--- config.mk ---
export PLATFORM = sky130hd
export DESIGN_NAME = yuv420_fancy_upsample_to_rgb
export DESIGN_NICKNAME = d
export VERILOG_FILES = /design/src/yfu_pkg.sv /design/src/yfu_front.sv /design/src/yfu_lane.sv /design/src/yfu_merge.sv /design/src/yuv420_fancy_upsample_to_rgb.sv
export SDC_FILE = /design/constraint.sdc
export NUM_CORES = 2
export LEC_CHECK = 0
export BUFFER_PORTS_ARGS = -buffer_cell sky130_fd_sc_hd__buf_2
export CORE_MARGIN = 2
export CORE_UTILIZATION = 55
export CTS_CLUSTER_DIAMETER = 100
export DETAILED_ROUTE_END_ITERATION = 10
export PLACE_DENSITY = 0.71
export SLEW_MARGIN = 20
export SYNTH_ARGS = -nofsm -noshare
export SYNTH_HDL_FRONTEND = slang
export SYNTH_SLANG_ARGS = --single-unit
--- constraint.sdc ---
create_clock -name clk -period 37.8 [get_ports clk]
set_clock_uncertainty 0.2 [all_clocks]
set_input_delay 1.89 -clock clk [delete_from_list [all_inputs] [get_ports clk]]
set_output_delay 1.89 -clock clk [all_outputs]
set_load 0.02 [all_outputs]
--- src/yfu_pkg.sv ---
package yfu_pkg;

    localparam int MAX_WIDTH_DEF = 4096;
    localparam int ROW_WIDTH_W   = 13;
    localparam int LAYOUT_W      = 3;
    localparam int CFG_DATA_W    = 13;
    localparam int CFG_INDEX_W   = 1;
    localparam int PIX_COL_W     = 12;
    localparam int NUM_SLOTS     = 6;

    // Configuration register indexes
    localparam logic [CFG_INDEX_W-1:0] REG_ROW_WIDTH     = 1'd0;
    localparam logic [CFG_INDEX_W-1:0] REG_OUTPUT_LAYOUT = 1'd1;

    typedef enum logic [LAYOUT_W-1:0] {
        LAYOUT_ARGB = 3'd0,
        LAYOUT_RGBA = 3'd1,
        LAYOUT_BGRA = 3'd2,
        LAYOUT_RGB  = 3'd3,
        LAYOUT_BGR  = 3'd4
    } layout_t;

    typedef struct packed {
        logic [7:0] upper_u;
        logic [7:0] upper_v;
        logic [7:0] here_u;
        logic [7:0] here_v;
        logic [7:0] luma_top_left;
        logic [7:0] luma_top_right;
        logic [7:0] luma_top_extra;
        logic [7:0] luma_bot_left;
        logic [7:0] luma_bot_right;
        logic [7:0] luma_bot_extra;
        logic       has_bottom;
    } item_word_t;

    typedef struct packed {
        logic [7:0]           byte0;
        logic [7:0]           byte1;
        logic [7:0]           byte2;
        logic [7:0]           byte3;
        logic                 on_bottom_row;
        logic [PIX_COL_W-1:0] pixel_column;
        logic                 last_of_run;
    } pixel_word_t;

    // One pixel position of a chroma column, before color conversion
    typedef struct packed {
        logic                 valid;
        logic                 bottom;
        logic [PIX_COL_W-1:0] col;
        logic [7:0]           y;
        logic [7:0]           u;
        logic [7:0]           v;
    } slot_t;

    // One converted pixel out of a lane
    typedef struct packed {
        logic                 valid;
        logic                 bottom;
        logic [PIX_COL_W-1:0] col;
        logic [7:0]           r;
        logic [7:0]           g;
        logic [7:0]           b;
    } lane_pix_t;

endpackage

--- src/yfu_front.sv ---
module yfu_front
    import yfu_pkg::*;
#(
    parameter int MAX_WIDTH = MAX_WIDTH_DEF
)
(
    input  logic                   clk,
    input  logic                   rst_n,
    input  logic                   take,
    input  logic                   drain,
    input  item_word_t             item,
    input  logic [ROW_WIDTH_W-1:0] row_width,
    output logic                   a_valid,
    output slot_t                  slots [NUM_SLOTS]
);

    localparam int XW = $clog2(MAX_WIDTH);

    // 9-3-3-1 filter: returns {top 2x-1, top 2x, bottom 2x-1, bottom 2x}
    function automatic logic [31:0] diag(input logic [7:0] p, input logic [7:0] t,
                                         input logic [7:0] q, input logic [7:0] c);
        logic [10:0] avg;
        logic [9:0]  sum_tq;
        logic [9:0]  sum_pc;
        logic [11:0] s12;
        logic [11:0] s03;
        logic [9:0]  o0;
        logic [9:0]  o1;
        logic [9:0]  b0;
        logic [9:0]  b1;
        avg    = 11'(p) + 11'(t) + 11'(q) + 11'(c) + 11'd8;
        sum_tq = 10'(t) + 10'(q);
        sum_pc = 10'(p) + 10'(c);
        s12    = 12'(avg) + 12'({sum_tq, 1'b0});
        s03    = 12'(avg) + 12'({sum_pc, 1'b0});
        o0     = 10'(s12[11:3]) + 10'(p);
        o1     = 10'(s03[11:3]) + 10'(t);
        b0     = 10'(s03[11:3]) + 10'(q);
        b1     = 10'(s12[11:3]) + 10'(c);
        return {o0[8:1], o1[8:1], b0[8:1], b1[8:1]};
    endfunction

    function automatic logic [7:0] edge_filt(input logic [7:0] a, input logic [7:0] b);
        logic [9:0] s;
        s = 10'({a, 1'b0}) + 10'(a) + 10'(b) + 10'd2;
        return s[9:2];
    endfunction

    logic [ROW_WIDTH_W-1:0] w_eff;
    logic [PIX_COL_W-1:0]   last_col;
    logic [XW-1:0]          last_x;
    logic [XW-1:0]          x;
    logic [XW:0]            x2;
    logic                   is_last;
    logic                   first;
    logic                   extra;
    logic                   bot;
    logic [31:0]            diag_u;
    logic [31:0]            diag_v;
    logic [7:0]             edge_tu;
    logic [7:0]             edge_tv;
    logic [7:0]             edge_cu;
    logic [7:0]             edge_cv;
    logic [PIX_COL_W-1:0]   col_odd;
    logic [PIX_COL_W-1:0]   col_even;
    logic [PIX_COL_W-1:0]   col_extra;

    logic [XW-1:0]          col_reg;
    logic [XW-1:0]          col_next;
    logic [7:0]             prev_tu_reg;
    logic [7:0]             prev_tv_reg;
    logic [7:0]             prev_cu_reg;
    logic [7:0]             prev_cv_reg;
    logic                   a_valid_reg;
    logic                   a_valid_next;
    slot_t                  slot_reg  [NUM_SLOTS];
    slot_t                  slot_next [NUM_SLOTS];

    always_comb
    begin
        if (row_width == '0)
            w_eff = ROW_WIDTH_W'(1);
        else if (32'(row_width) > MAX_WIDTH)
            w_eff = ROW_WIDTH_W'(MAX_WIDTH);
        else
            w_eff = row_width;
        last_col = PIX_COL_W'((w_eff - ROW_WIDTH_W'(1)) >> 1);
        last_x   = XW'(last_col);
        x        = (col_reg > last_x) ? last_x : col_reg;
        x2       = {x, 1'b0};
        is_last  = (x == last_x);
        first    = (x == '0);
        extra    = is_last && !w_eff[0];
        bot      = item.has_bottom;
        col_even  = PIX_COL_W'(x2);
        col_odd   = PIX_COL_W'(x2 - (XW+1)'(1));
        col_extra = PIX_COL_W'(x2 | (XW+1)'(1));
        col_next  = is_last ? '0 : x + XW'(1);
    end

    always_comb
    begin
        diag_u  = diag(prev_tu_reg, item.upper_u, prev_cu_reg, item.here_u);
        diag_v  = diag(prev_tv_reg, item.upper_v, prev_cv_reg, item.here_v);
        edge_tu = edge_filt(item.upper_u, item.here_u);
        edge_tv = edge_filt(item.upper_v, item.here_v);
        edge_cu = edge_filt(item.here_u, item.upper_u);
        edge_cv = edge_filt(item.here_v, item.upper_v);

        // Column 0 puts its single pixel pair in the 2x positions
        slot_next[0] = '{valid: !first, bottom: 1'b0, col: col_odd,
                         y: item.luma_top_left, u: diag_u[31:24], v: diag_v[31:24]};
        slot_next[1] = '{valid: 1'b1, bottom: 1'b0, col: col_even,
                         y: item.luma_top_right,
                         u: first ? edge_tu : diag_u[23:16],
                         v: first ? edge_tv : diag_v[23:16]};
        slot_next[2] = '{valid: !first && bot, bottom: 1'b1, col: col_odd,
                         y: item.luma_bot_left, u: diag_u[15:8], v: diag_v[15:8]};
        slot_next[3] = '{valid: bot, bottom: 1'b1, col: col_even,
                         y: item.luma_bot_right,
                         u: first ? edge_cu : diag_u[7:0],
                         v: first ? edge_cv : diag_v[7:0]};
        slot_next[4] = '{valid: extra, bottom: 1'b0, col: col_extra,
                         y: item.luma_top_extra, u: edge_tu, v: edge_tv};
        slot_next[5] = '{valid: extra && bot, bottom: 1'b1, col: col_extra,
                         y: item.luma_bot_extra, u: edge_cu, v: edge_cv};
    end

    always_comb
    begin
        if (take)
            a_valid_next = 1'b1;
        else if (drain)
            a_valid_next = 1'b0;
        else
            a_valid_next = a_valid_reg;
    end

    always_ff @(posedge clk or negedge rst_n)
    begin
        if (!rst_n)
        begin
            col_reg     <= '0;
            prev_tu_reg <= '0;
            prev_tv_reg <= '0;
            prev_cu_reg <= '0;
            prev_cv_reg <= '0;
            a_valid_reg <= 1'b0;
        end
        else
        begin
            a_valid_reg <= a_valid_next;
            if (take)
            begin
                col_reg     <= col_next;
                prev_tu_reg <= item.upper_u;
                prev_tv_reg <= item.upper_v;
                prev_cu_reg <= item.here_u;
                prev_cv_reg <= item.here_v;
            end
        end
    end

    always_ff @(posedge clk)
    begin
        if (take)
            slot_reg <= slot_next;
    end

    assign a_valid = a_valid_reg;
    assign slots   = slot_reg;

    // A finished row always restarts at column zero
    a_row_wrap: assert property (@(posedge clk) disable iff (!rst_n)
        (take && is_last) |=> (col_reg == '0))
        else $error("column did not wrap at row end");

endmodule

--- src/yfu_lane.sv ---
module yfu_lane
    import yfu_pkg::*;
(
    input  logic      clk,
    input  logic      load,
    input  slot_t     slot,
    output lane_pix_t pix
);

    localparam int K_Y     = 19077;
    localparam int K_VR    = 26149;
    localparam int K_UG    = 6419;
    localparam int K_VG    = 13320;
    localparam int K_UB    = 33050;
    localparam int OFF_R   = 14234;
    localparam int OFF_G   = 8708;
    localparam int OFF_B   = 17685;

    function automatic logic [7:0] clip6(input logic signed [17:0] s);
        if (s[17:14] == 4'd0)
            return s[13:6];
        else if (s[17])
            return 8'd0;
        else
            return 8'hff;
    endfunction

    logic [23:0] yy_prod;
    logic [23:0] vr_prod;
    logic [23:0] ug_prod;
    logic [23:0] vg_prod;
    logic [23:0] ub_prod;

    logic [15:0]          yy_reg;
    logic [15:0]          vr_reg;
    logic [15:0]          ug_reg;
    logic [15:0]          vg_reg;
    logic [15:0]          ub_reg;
    logic                 valid_reg;
    logic                 bottom_reg;
    logic [PIX_COL_W-1:0] col_reg;

    logic signed [17:0] r_sum;
    logic signed [17:0] g_sum;
    logic signed [17:0] b_sum;

    assign yy_prod = 24'(slot.y) * 24'(K_Y);
    assign vr_prod = 24'(slot.v) * 24'(K_VR);
    assign ug_prod = 24'(slot.u) * 24'(K_UG);
    assign vg_prod = 24'(slot.v) * 24'(K_VG);
    assign ub_prod = 24'(slot.u) * 24'(K_UB);

    // Hold the scaled terms; the sums and clip follow from registers
    always_ff @(posedge clk)
    begin
        if (load)
        begin
            yy_reg     <= yy_prod[23:8];
            vr_reg     <= vr_prod[23:8];
            ug_reg     <= ug_prod[23:8];
            vg_reg     <= vg_prod[23:8];
            ub_reg     <= ub_prod[23:8];
            valid_reg  <= slot.valid;
            bottom_reg <= slot.bottom;
            col_reg    <= slot.col;
        end
    end

    always_comb
    begin
        r_sum = 18'(yy_reg) + 18'(vr_reg) - 18'(OFF_R);
        g_sum = 18'(yy_reg) - 18'(ug_reg) - 18'(vg_reg) + 18'(OFF_G);
        b_sum = 18'(yy_reg) + 18'(ub_reg) - 18'(OFF_B);
        pix.valid  = valid_reg;
        pix.bottom = bottom_reg;
        pix.col    = col_reg;
        pix.r      = clip6(r_sum);
        pix.g      = clip6(g_sum);
        pix.b      = clip6(b_sum);
    end

endmodule

--- src/yfu_merge.sv ---
module yfu_merge
    import yfu_pkg::*;
(
    input  logic        clk,
    input  logic        rst_n,
    input  logic        load,
    input  lane_pix_t   lanes [NUM_SLOTS],
    input  layout_t     layout,
    input  logic        pixel_stall,
    output logic        pixel_valid,
    output pixel_word_t pixel_word,
    output logic        free
);

    localparam int SEL_W = $clog2(NUM_SLOTS);

    logic [NUM_SLOTS-1:0] mask_reg;
    logic [NUM_SLOTS-1:0] mask_next;
    logic [NUM_SLOTS-1:0] load_mask;
    logic [NUM_SLOTS-1:0] sel_oh;
    logic [NUM_SLOTS-1:0] rest;
    logic [SEL_W-1:0]     sel;
    logic                 taken;
    lane_pix_t            buf_reg [NUM_SLOTS];
    lane_pix_t            cur;

    always_comb
    begin
        sel    = '0;
        sel_oh = '0;
        for (int i = NUM_SLOTS - 1; i >= 0; i--)
        begin
            if (mask_reg[i])
            begin
                sel    = SEL_W'(i);
                sel_oh = NUM_SLOTS'(1) << i;
            end
        end
        for (int i = 0; i < NUM_SLOTS; i++)
            load_mask[i] = lanes[i].valid;
        rest        = mask_reg & ~sel_oh;
        pixel_valid = (mask_reg != '0);
        taken       = pixel_valid && !pixel_stall;
        free        = !pixel_valid || (taken && (rest == '0));
        if (load)
            mask_next = load_mask;
        else if (taken)
            mask_next = rest;
        else
            mask_next = mask_reg;
    end

    always_ff @(posedge clk or negedge rst_n)
    begin
        if (!rst_n)
            mask_reg <= '0;
        else
            mask_reg <= mask_next;
    end

    always_ff @(posedge clk)
    begin
        if (load)
            buf_reg <= lanes;
    end

    always_comb
    begin
        cur = buf_reg[sel];
        pixel_word.on_bottom_row = cur.bottom;
        pixel_word.pixel_column  = cur.col;
        pixel_word.last_of_run   = (rest == '0);
        unique case (layout)
            LAYOUT_RGBA:
            begin
                pixel_word.byte0 = cur.r;
                pixel_word.byte1 = cur.g;
                pixel_word.byte2 = cur.b;
                pixel_word.byte3 = 8'hff;
            end
            LAYOUT_BGRA:
            begin
                pixel_word.byte0 = cur.b;
                pixel_word.byte1 = cur.g;
                pixel_word.byte2 = cur.r;
                pixel_word.byte3 = 8'hff;
            end
            LAYOUT_RGB:
            begin
                pixel_word.byte0 = cur.r;
                pixel_word.byte1 = cur.g;
                pixel_word.byte2 = cur.b;
                pixel_word.byte3 = 8'h00;
            end
            LAYOUT_BGR:
            begin
                pixel_word.byte0 = cur.b;
                pixel_word.byte1 = cur.g;
                pixel_word.byte2 = cur.r;
                pixel_word.byte3 = 8'h00;
            end
            default:
            begin
                pixel_word.byte0 = 8'hff;
                pixel_word.byte1 = cur.r;
                pixel_word.byte2 = cur.g;
                pixel_word.byte3 = cur.b;
            end
        endcase
    end

    // A run continues after any word that is not its last
    a_run_continues: assert property (@(posedge clk) disable iff (!rst_n)
        (taken && !pixel_word.last_of_run) |=> pixel_valid)
        else $error("run ended before its last word");

    // The buffer is only reloaded once the current run is used up
    a_no_overwrite: assert property (@(posedge clk) disable iff (!rst_n)
        (load && pixel_valid) |-> (taken && pixel_word.last_of_run))
        else $error("buffer reloaded over pending words");

endmodule

--- src/yuv420_fancy_upsample_to_rgb.sv ---
// Pipeline: a taken item passes the filter register, the lane product register and
//   the output buffer before its first pixel word is offered.
// Throughput: an item enters every cycle while the pipeline is free; the output
//   buffer drains one word per cycle while pixel_stall is low; an item yields 1 to 6
//   words (2 or 4 typical), all through the single output port.
// Reset (rst_n low, async): pipeline empty, row_width 1, ARGB, column 0, chroma 0.
module yuv420_fancy_upsample_to_rgb
    import yfu_pkg::*;
#(
    parameter int MAX_WIDTH = MAX_WIDTH_DEF
)
(
    input  logic                   clk,
    input  logic                   rst_n,

    input  logic                   item_valid,
    output logic                   item_stall,
    input  item_word_t             item_word,

    output logic                   pixel_valid,
    input  logic                   pixel_stall,
    output pixel_word_t            pixel_word,

    input  logic                   cfg_write,
    input  logic [CFG_INDEX_W-1:0] cfg_index,
    input  logic [CFG_DATA_W-1:0]  cfg_data
);

    // Configuration registers
    logic [ROW_WIDTH_W-1:0] row_width_reg;
    layout_t                layout_reg;

    // Pipeline control: stage A holds filtered chroma per pixel position,
    // stage B holds the lane products, then the output buffer.
    logic      a_valid;
    logic      b_valid_reg;
    logic      b_valid_next;
    logic      b_ready;
    logic      buf_free;
    logic      item_take;
    logic      a_go;
    logic      buf_load;
    slot_t     slots [NUM_SLOTS];
    lane_pix_t lanes [NUM_SLOTS];

    always_ff @(posedge clk or negedge rst_n)
    begin
        if (!rst_n)
        begin
            row_width_reg <= ROW_WIDTH_W'(1);
            layout_reg    <= LAYOUT_ARGB;
        end
        else if (cfg_write)
        begin
            unique case (cfg_index)
                REG_ROW_WIDTH:     row_width_reg <= cfg_data[ROW_WIDTH_W-1:0];
                REG_OUTPUT_LAYOUT: layout_reg    <= layout_t'(cfg_data[LAYOUT_W-1:0]);
                default:           ;
            endcase
        end
    end

    // Advance a stage when it is empty or the one behind it moves on
    always_comb
    begin
        buf_load     = b_valid_reg && buf_free;
        b_ready      = !b_valid_reg || buf_free;
        a_go         = a_valid && b_ready;
        item_stall   = a_valid && !b_ready;
        item_take    = item_valid && !item_stall;
        if (b_ready)
            b_valid_next = a_valid;
        else
            b_valid_next = b_valid_reg;
    end

    always_ff @(posedge clk or negedge rst_n)
    begin
        if (!rst_n)
            b_valid_reg <= 1'b0;
        else
            b_valid_reg <= b_valid_next;
    end

    // Column tracking and chroma filter for all six pixel positions
    yfu_front #(
        .MAX_WIDTH (MAX_WIDTH)
    ) u_front (
        .clk       (clk),
        .rst_n     (rst_n),
        .take      (item_take),
        .drain     (b_ready),
        .item      (item_word),
        .row_width (row_width_reg),
        .a_valid   (a_valid),
        .slots     (slots)
    );

    // One color converter per pixel position
    for (genvar i = 0; i < NUM_SLOTS; i++)
    begin : g_lane
        yfu_lane u_lane (
            .clk  (clk),
            .load (a_go),
            .slot (slots[i]),
            .pix  (lanes[i])
        );
    end

    // Collect the lane results and send the valid ones in order
    yfu_merge u_merge (
        .clk         (clk),
        .rst_n       (rst_n),
        .load        (buf_load),
        .lanes       (lanes),
        .layout      (layout_reg),
        .pixel_stall (pixel_stall),
        .pixel_valid (pixel_valid),
        .pixel_word  (pixel_word),
        .free        (buf_free)
    );

    // Hold stage B while the output buffer is still busy
    a_hold_b: assert property (@(posedge clk) disable iff (!rst_n)
        (b_valid_reg && !buf_free) |=> b_valid_reg)
        else $error("stage B dropped a pending item");

endmodule
==> impl_metrics.tcl <==
set metrics [dict create \
    min_from "u_front.slots[185]" \
    netlist_area_um2 89400 \
    nNetsFinal 11300 \
    gp_congestion 0.947 \
    fin_crit_sh_pct 20.1 \
    synth_top_area_share_pct 27.5 \
    numCtsBuffers 104 \
    r2r_end "u_front.slots[167]" \
    pre_cts_slack_ps 29530 \
    cts_hold_buf 0 \
    drt-pass1-iter-count 5 \
    htree_levels 3 \
    max_freq_ghz 0.131 \
    holdPathEnd "g_lane[3].u_lane.col_reg[9]" \
    relSlewSlack_pct 18.7 \
    root_buffer "clkbuf_16" \
    vias 64700 \
    largest_reg_flops 171 \
    clkLatencyLatePin_ps 740 \
    grt_pass1_vias 65000 \
    clk_pin_slew_ps 60 \
    layout-drive-gt1-share_pct 5.61 \
    maxSlewViolCount 0 \
    drtAntennaViolNets 0 \
    rsz0062_at_grt "no" \
    crit_path_end_kind "flop" \
    synth_cell_types 101 \
    grt_pass1_wl_um 353000 \
    fin_crit_ps 7620 \
    fp.dieH_um 407 \
    reg2reg_from "u_front.prev_tu_reg[0]" \
    first_iter_violations 4062 \
    synth_top_family_by_area "adder cells" \
    synth-seq-area-share_pct 28.8 \
    cts_tree "done" \
    layout.cells.non_filler 11200 \
    synth_seq_cells 870 \
    io_buffers 147 \
    crit_fanout 10 \
    core_area_um2 161000 \
    syn_inst 8716 \
    hold_violations 0 \
    antenna_found_initial 14 \
    hpwlAfterDp_um 181000 \
    synthTopCellsByArea "ha_1 (28%), edfxtp_1 (27%), fa_1 (7.3%)" \
    fin_setup_tns_ps 0 \
    start_kind "input pin" \
    critical_path_class "in -> reg" \
    synthAdderAreaFrac_pct 35.2 \
    ys_dominant_reg_cell "edfxtp_1" \
    placed_cells 11000 \
    final_cell_mix "ha_1 (1,969), inv_1 (1,119), edfxtp_1 (802), nor2_1 (581), xnor2_1 (531)" \
    yosysWarnings 0 \
    required_ps 38060 \
    io_pins 148 \
    hp-class "reg -> reg" \
    grt_usage_pct 26.7 \
    initial_utilization_pct 55.6 \
    synth-edff-count 802 \
    muxShareOfSynthArea_pct 1.79 \
    wl_um 223000 \
    layout_commonest_cell "ha_1" \
    synth_simple_gate_area_share_pct 9.58 \
    cts_buffer_depth 3 \
    grt_start_max_net_pins 89 \
    path_depth 26 \
    tightest_slew_ps 1210 \
    row_count 147 \
    cp_num_buf_inv 3 \
    design_area_um2 96400 \
    cp.arrival_ps 7870 \
    regToRegSetupSlack_ps 31000 \
    die_w_um 407 \
    dieArea_um2 166000 \
    syn2layout_area_growth_pct 7.82 \
    synth_xor_area_share_pct 7.38 \
    overflow 0 \
    crit_family "adder cells" \
    post_cts_buffers 0 \
    fin_ws_ps 30180 \
    cts.sinks 870 \
    hold-path-cell-count 0 \
    synth_compound_area_share_pct 12.3 \
    slowest_delay_ps 480 \
    synth_nets 11100 \
    cap_violations 0 \
    outcome "finished, final reports clean" \
    viasPerCell 5.78 \
    ys_async_sr_fraction_pct 7.82 \
    crit_slowest_cell "fa_1" \
    drcViolationCount 0 \
    r2r_cells 26 \
    n_fill_cell 13400 \
    crit_top_cell "ha_1" \
    cts_resized 0 \
    yosysTopAreaCell "ha_1" \
    wl_per_cell_um 19.9 \
    setup_viol 0 \
    avgSynthCellArea_um2 10.3 \
    dpl_cell_area_um2 92900 \
]
## per-stage QoR
| step | hold slack [ps] | utilization, % |
|---|---|---|
| floorplan | 200 | - |
| global placement | 202 | 57.7 |
| detailed placement | 205 | 57.7 |
| CTS | 216 | 59.9 |
| global route | 220 | 59.9 |
| finish | 214 | 59.9 |
## synthesized netlist by cell type (123+ instances only)
library cell / n
edfxtp_1: 802
o21a_1: 143
ha_1: 1969
inv_1: 1119
nand2_1: 405
a21oi_1: 429
xnor2_1: 531
o21ai_0: 345
fa_1: 324
nor2_1: 581
nor3_1: 164
nand3_1: 135
a21o_1: 158
nor2b_1: 123
xor2_1: 223
## worst max path at each step
stage | from | endpoint | slack (ps)
floorplan | pixel_stall | g_lane[0].u_lane.ub_reg[0] | 13650
detailed placement | item_word[74] | u_front.slots[167] | 29530
global route | item_word[74] | u_front.slots[167] | 29880
finish | item_word[74] | u_front.slots[167] | 30180
CTS | item_word[74] | u_front.slots[167] | 30280
global placement | item_word[74] | u_front.slots[167] | 29620
## cell type report
cell class | instances | area (µm²) | share of cell area [%]
clock buffer | 126 | 2720 | 2.82
multi-input combinational | 6672 | 59300 | 61.5
clock inverter | 66 | 801 | 0.830
tap | 2160 | 2700 | 2.80
inverter | 1120 | 4210 | 4.37
sequential | 870 | 25800 | 26.7
antenna | 4 | 10.0 | 0.0104
timing repair buffer | 170 | 915 | 0.948
## logic make-up (layout without fill, tap and decap cells)
group / count (synthesis) / in the layout
flops: 870 / 870
other cells: 0 / 4
compound gates: 1674 / 1674
buf+inv: 1174 / 1482
simple gates: 1792 / 1792
xor+xnor: 754 / 754
mux: 124 / 124
fa+ha+maj: 2328 / 2328
## per-layer routing
layer  vias up  GRT usage, %  part of all wire, %
met3       326          3.76                  5.4
met5         -             0                    0
li1      31700             -                    -
met4         0          8.89                  3.6
met1     31200          36.7                   46
met2      1491          43.4                   45
Power is left out: the tool's default activity adds up to more than one toggle a clock period on the data nets, which glitch-free logic cannot reach.
